### src/rtl/kal_pkg.sv
// Shared types and constants of the keyed array list.
`default_nettype none

package kal_pkg;

  localparam int KEY_W   = 32;
  localparam int PAY_W   = 64;
  localparam int IDX_W   = 6;
  localparam int OP_W    = 2;
  localparam int ECNT_W  = 7;
  localparam int IN_DW   = 104;
  localparam int OUT_DW  = 104;

  typedef enum logic [OP_W-1:0] {
    OP_APPEND = 2'd0,
    OP_REMOVE = 2'd1,
    OP_READ   = 2'd2,
    OP_NOP    = 2'd3
  } op_t;

  typedef struct packed {
    logic [KEY_W-1:0] key;
    logic [PAY_W-1:0] payload;
  } entry_t;

  // Per-slot strobes from the sequencer.
  typedef struct packed {
    logic cmp;    // compare own key against the command key
    logic live;   // slot lies below the entry count
    logic load;   // take the appended entry
    logic shift;  // take the right neighbor's entry
  } slot_ctrl_t;

endpackage : kal_pkg

`default_nettype wire

### src/rtl/kal_cell.sv
// One slot of the list: holds an entry, matches its key, takes its neighbor's entry.
`default_nettype none

module kal_cell (
  input  wire logic                        clk,
  input  wire logic                        rst_n,
  input  wire kal_pkg::slot_ctrl_t         ctrl,
  input  wire logic [kal_pkg::KEY_W-1:0]   cmd_key,
  input  wire kal_pkg::entry_t             load_entry,
  input  wire kal_pkg::entry_t             next_entry,
  output kal_pkg::entry_t                  entry,
  output logic                             match
);
  import kal_pkg::*;

  entry_t entry_r;
  entry_t entry_nxt;
  logic   match_r;
  logic   match_nxt;

  always_comb begin
    entry_nxt = entry_r;
    if (ctrl.load) begin
      entry_nxt = load_entry;
    end else if (ctrl.shift) begin
      entry_nxt = next_entry;
    end
    match_nxt = ctrl.cmp & ctrl.live & (entry_r.key == cmd_key);
  end

  always_ff @(posedge clk) begin
    entry_r <= entry_nxt;
  end

  always_ff @(posedge clk) begin
    if (!rst_n) begin
      match_r <= 1'b0;
    end else begin
      match_r <= match_nxt;
    end
  end

  assign entry = entry_r;
  assign match = match_r;

endmodule : kal_cell

`default_nettype wire

### config.mk
export PLATFORM = sky130hd
export DESIGN_NAME = kal_cell
export DESIGN_NICKNAME = d
export VERILOG_FILES = /design/src/rtl/kal_pkg.sv /design/src/rtl/kal_cell.sv
export SDC_FILE = /design/constraint.sdc
export NUM_CORES = 1
export LEC_CHECK = 0
export BUFFER_PORTS_ARGS = -buffer_cell sky130_fd_sc_hd__buf_4
export CAP_MARGIN = 20
export CELL_PAD_IN_SITES_DETAIL_PLACEMENT = 1
export CELL_PAD_IN_SITES_GLOBAL_PLACEMENT = 1
export CORE_AREA = 2 2 128 130
export DETAILED_ROUTE_END_ITERATION = 16
export DIE_AREA = 0 0 130 132
export PLACE_DENSITY_LB_ADDON = 0.1
export SYNTH_ARGS = -nofsm -noshare
export SYNTH_HDL_FRONTEND = slang
export SYNTH_SLANG_ARGS = --single-unit
export TNS_END_PERCENT = 10
### constraint.sdc
create_clock -name clk -period 3.3 [get_ports clk]
set_input_delay 0.66 -clock clk [delete_from_list [all_inputs] [get_ports clk]]
set_output_delay 0.66 -clock clk [all_outputs]
set_load 0.005 [all_outputs]
Word-level counts from Yosys, hierarchy flattened. Cells that the tools add are included.

Register bits after elaboration: 97. Input bits: 230. Output and inout port bits: 97. Word-level logic and storage cells: 9.

Eq/ne operators: 1. Multiplexer cells: 2. Bitwise gates (word level): 2. Reduce and logical (&&, ||, !) cells: 1.

Operator list (number): 96-bit 2-to-1 mux (2); 32-bit == test (1); 1-bit bitwise AND (2); 2-bit nonzero test (1).

Depth between registers and ports, before layout.
Word-level depth: 2. Depth in mapped cells: 4. Mapped depth without buffers: 4.

Worst setup path after synthesis. Ideal clock, no wire load.

Kind: input-to-reg. From: input port ctrl[1] (netlist name). To: register entry_r (netlist bit entry[0]), enable pin. Library setup time: 414 ps. Data arrival time: 2451 ps. Required time: 2886 ps. Slack: 435 ps. Stages: 4. Path buffers: 3. Cells stage by stage: buf_2 > buf_2 > buf_2 > or2_2.

Longest elaborated chain between the ends: 1.

Ends and longest elaborated chain: from (decl) (line kal_cell.sv:7) `input wire kal_pkg::slot_ctrl_t ctrl,`; 2-bit nonzero test (no source line); to (signal assigned) (line kal_cell.sv:32) `entry_r <= entry_nxt;`; to (decl) (line kal_cell.sv:16) `entry_t entry_r;`.

Every way passes these cells. A chain may end at the register's enable or synchronous reset.

Final worst setup path.
From: register entry_r (netlist bit entry[89]). To: output port entry[89] (netlist name).

RTL lines: to (decl) (line kal_cell.sv:11) `output kal_pkg::entry_t entry,`.

No word-level cell between the ends.

==> flow_summary.ini <==
[power_and_ir_drop]
seqPwrFrac_pct = 47.2
power.internal_mw = 2.618
switching_power_uw = 711.5
swShare_pct = 21.37
power.leakage_nw = 3.216
vdd_ir_drop_max_mv = 0.2198
clockPowerShare_pct = 33.1
combPwrFrac_pct = 19.7
power_density_nw_per_um2 = 448.2

[synthesis]
synth_top_area_share_pct = 65.38
synth_area_um2 = 4409
synth.area.top_cells = edfxtp_1 65%, mux2_2 25%, xnor2_1 3.2%, xor2_1 3.2%, buf_2 1.0%
dominantRegCellSynth = edfxtp_1
synth_fp_nets = 479
synth_edf_count = 96
async_reset_ff_share_pct = 0
syn_inst = 249
synth_common_cells = 96 x edfxtp_1, 96 x mux2_2, 16 x xnor2_1, 16 x xor2_1, 9 x buf_2
seq_area_frac_synth_pct = 65.83
synth_top_area_cell = edfxtp_1
yosys.cell_types.count = 13
ys_warn_count = 0
synth-seq-cells = 97
synth_area_per_cell_um2 = 17.71

[clock_tree]
cts_setup_buffers = 0
clk_pin_slew_ns = 0.06
clkLatencyLatePin_ns = 0.35
h-tree-depth = 3
numCtsBuffers = 9
clockBufferDepth = 2
cts_num_sinks = 97
ctsResizeCount = 0
clockRootBuffer = clkbuf_16
cts_tree = done
cts-hold-fix-buffers = 0

[placement]
post-dp-hpwl_um = 11820
gp_congestion = 0.7054
portBuffers = 326

[timing]
hold_violations = 0
tightest_slew_ns = 0.4558
fmax_mhz = 622.4
finalSetupViolations = 0
relSlewSlack_pct = 69.33
finalSetupTns_ns = 0
report.final.slew_viol_count = 0
min_period_over_period_pct = 48.69
layout_min_cycle_time_ns = 1.607
rsz0062_at_grt = no
worst_clock_skew_ns = 0.008509

[global_route]
grt_pass1_wl_um = 20750
gr-usage-all-layers_pct = 16.45
antenna_found_initial = 0
first_global_vias = 3711
gr-total-overflow = 0
grt_max_degree = 59

[die]
fp-row-count = 46
fp.dieW_um = 130
core_um2 = 15710
dieArea_um2 = 17160
num_io_pins = 327
initial_core_util_pct = 28.06
dieHeight_um = 132

[cells_and_area]
antennaDiodeCount = 0
final_core_util_pct = 47.28
nNetsFinal = 809
drive_gt1_share_pct = 75.34
syn2layout_area_growth_pct = 68.50

[critical_path]
cp_top_family = flip-flops
worst_setup_path_start_kind = flop
cp.required_ns = 2.64
max_stage_delay_ns = 0.44
path_max_fanout = 2
path_buf_inv = 1
cp.arrival_ns = 0.95
critPathSlowestCell = edfxtp_1
endpoint_kind = output pin
path_cells = buf_4
criticalPathCategory = flop to output pin

[routing]
vias_per_cell = 4.329
drtIter0Drc = 95
vias = 3463
avgRoutedWirePerCell_um = 18.26
drc = 0
drt_first_pass_iters = 4
wirelength_um = 14610
ant_nets = 0

[flow_run]
maxCapViolCount = 0

[hold_path]
hold_class = flop to flop

[run_status]
status = completed
-- flip-flops by register name (all words and copies together), names as in the netlist --
name	flops
match	1
entry	96
-- cell usage in the layout (no fill, tap or decap), drive strengths merged --
cell,netlist,final
edfxtp,96,96
bufinv,0,2
nand4,5,5
xnor2,16,16
clkbuf,0,13
nor3,1,1
clkinv,0,1
or4,1,1
nand3,1,1
mux2,96,96
dfxtp,1,1
or2,1,1
buf,11,330
xor2,16,16
nor4,4,4
-- path summary, 6_finish.rpt --
| path | startpoint | endpoint | slack (ns) | cells past startpoint |
|---|---|---|---|---|
| max | entry[89]$_DFFE_PP_ | entry[89] | 1.69 | 1 |
| min | entry[84]$_DFFE_PP_ | match$_SDFF_PN0_ | 0.60 | 3 |
| max reg2reg | entry[82]$_DFFE_PP_ | match$_SDFF_PN0_ | 1.82 | 4 |
| min reg2reg | entry[84]$_DFFE_PP_ | match$_SDFF_PN0_ | 0.60 | 3 |
-- routing by layer --
| metal | vias up | track usage [%] | routed length, um |
|---|---|---|---|
| met5 | - | 0 | 0 |
| met4 | 0 | 6.272 | 287 |
| li1 | 1621 | - | - |
| met3 | 16 | 7.265 | 1772 |
| met1 | 1618 | 16.38 | 4992 |
| met2 | 208 | 29.70 | 7557 |
-- power by group through the flow --
stage | sequential (mW) | combinational, mW | clock, mW
floorplan | 1.61 | 0.183 | 0
global placement | 1.60 | 0.659 | 0
detailed placement | 1.60 | 0.670 | 0
CTS | 1.58 | 0.672 | 1.13
global route | 1.59 | 0.711 | 1.18
finish | 1.57 | 0.656 | 1.10
-- final cells by class --
class / count / area (um2)
fillers: 1673 / 8283
flip-flops and latches: 97 / 2903
repair buffers: 330 / 2502
multi-input cells: 141 / 1449
well taps: 216 / 270.3
clock buffers: 13 / 240.2
clock inverters: 3 / 65.06
-- kinds of logic (layout without fill, tap and decap cells) --
group	Yosys count	in the layout	synth area share [%]
simple gates	13	13	1.930
flops	97	97	65.83
xor+xnor	32	32	6.356
buf+inv	11	346	1.362
mux	96	96	24.52
-- metrics by stage --
stage / power [mW] / std cells / setup slack, ns / instance area, um2 / hold WS [ns]
floorplan: 1.791 / 249 / 0.4353 / 4409 / 0.5802
global placement: 2.254 / 784 / 1.395 / 7124 / 0.5917
detailed placement: 2.270 / 784 / 1.374 / 7124 / 0.5929
CTS: 3.382 / 800 / 1.673 / 7430 / 0.5977
global route: 3.475 / 800 / 1.660 / 7430 / 0.6002
finish: 3.330 / 800 / 1.693 / 7430 / 0.5996
No activity file was read; power rests on OpenSTA's default activity.
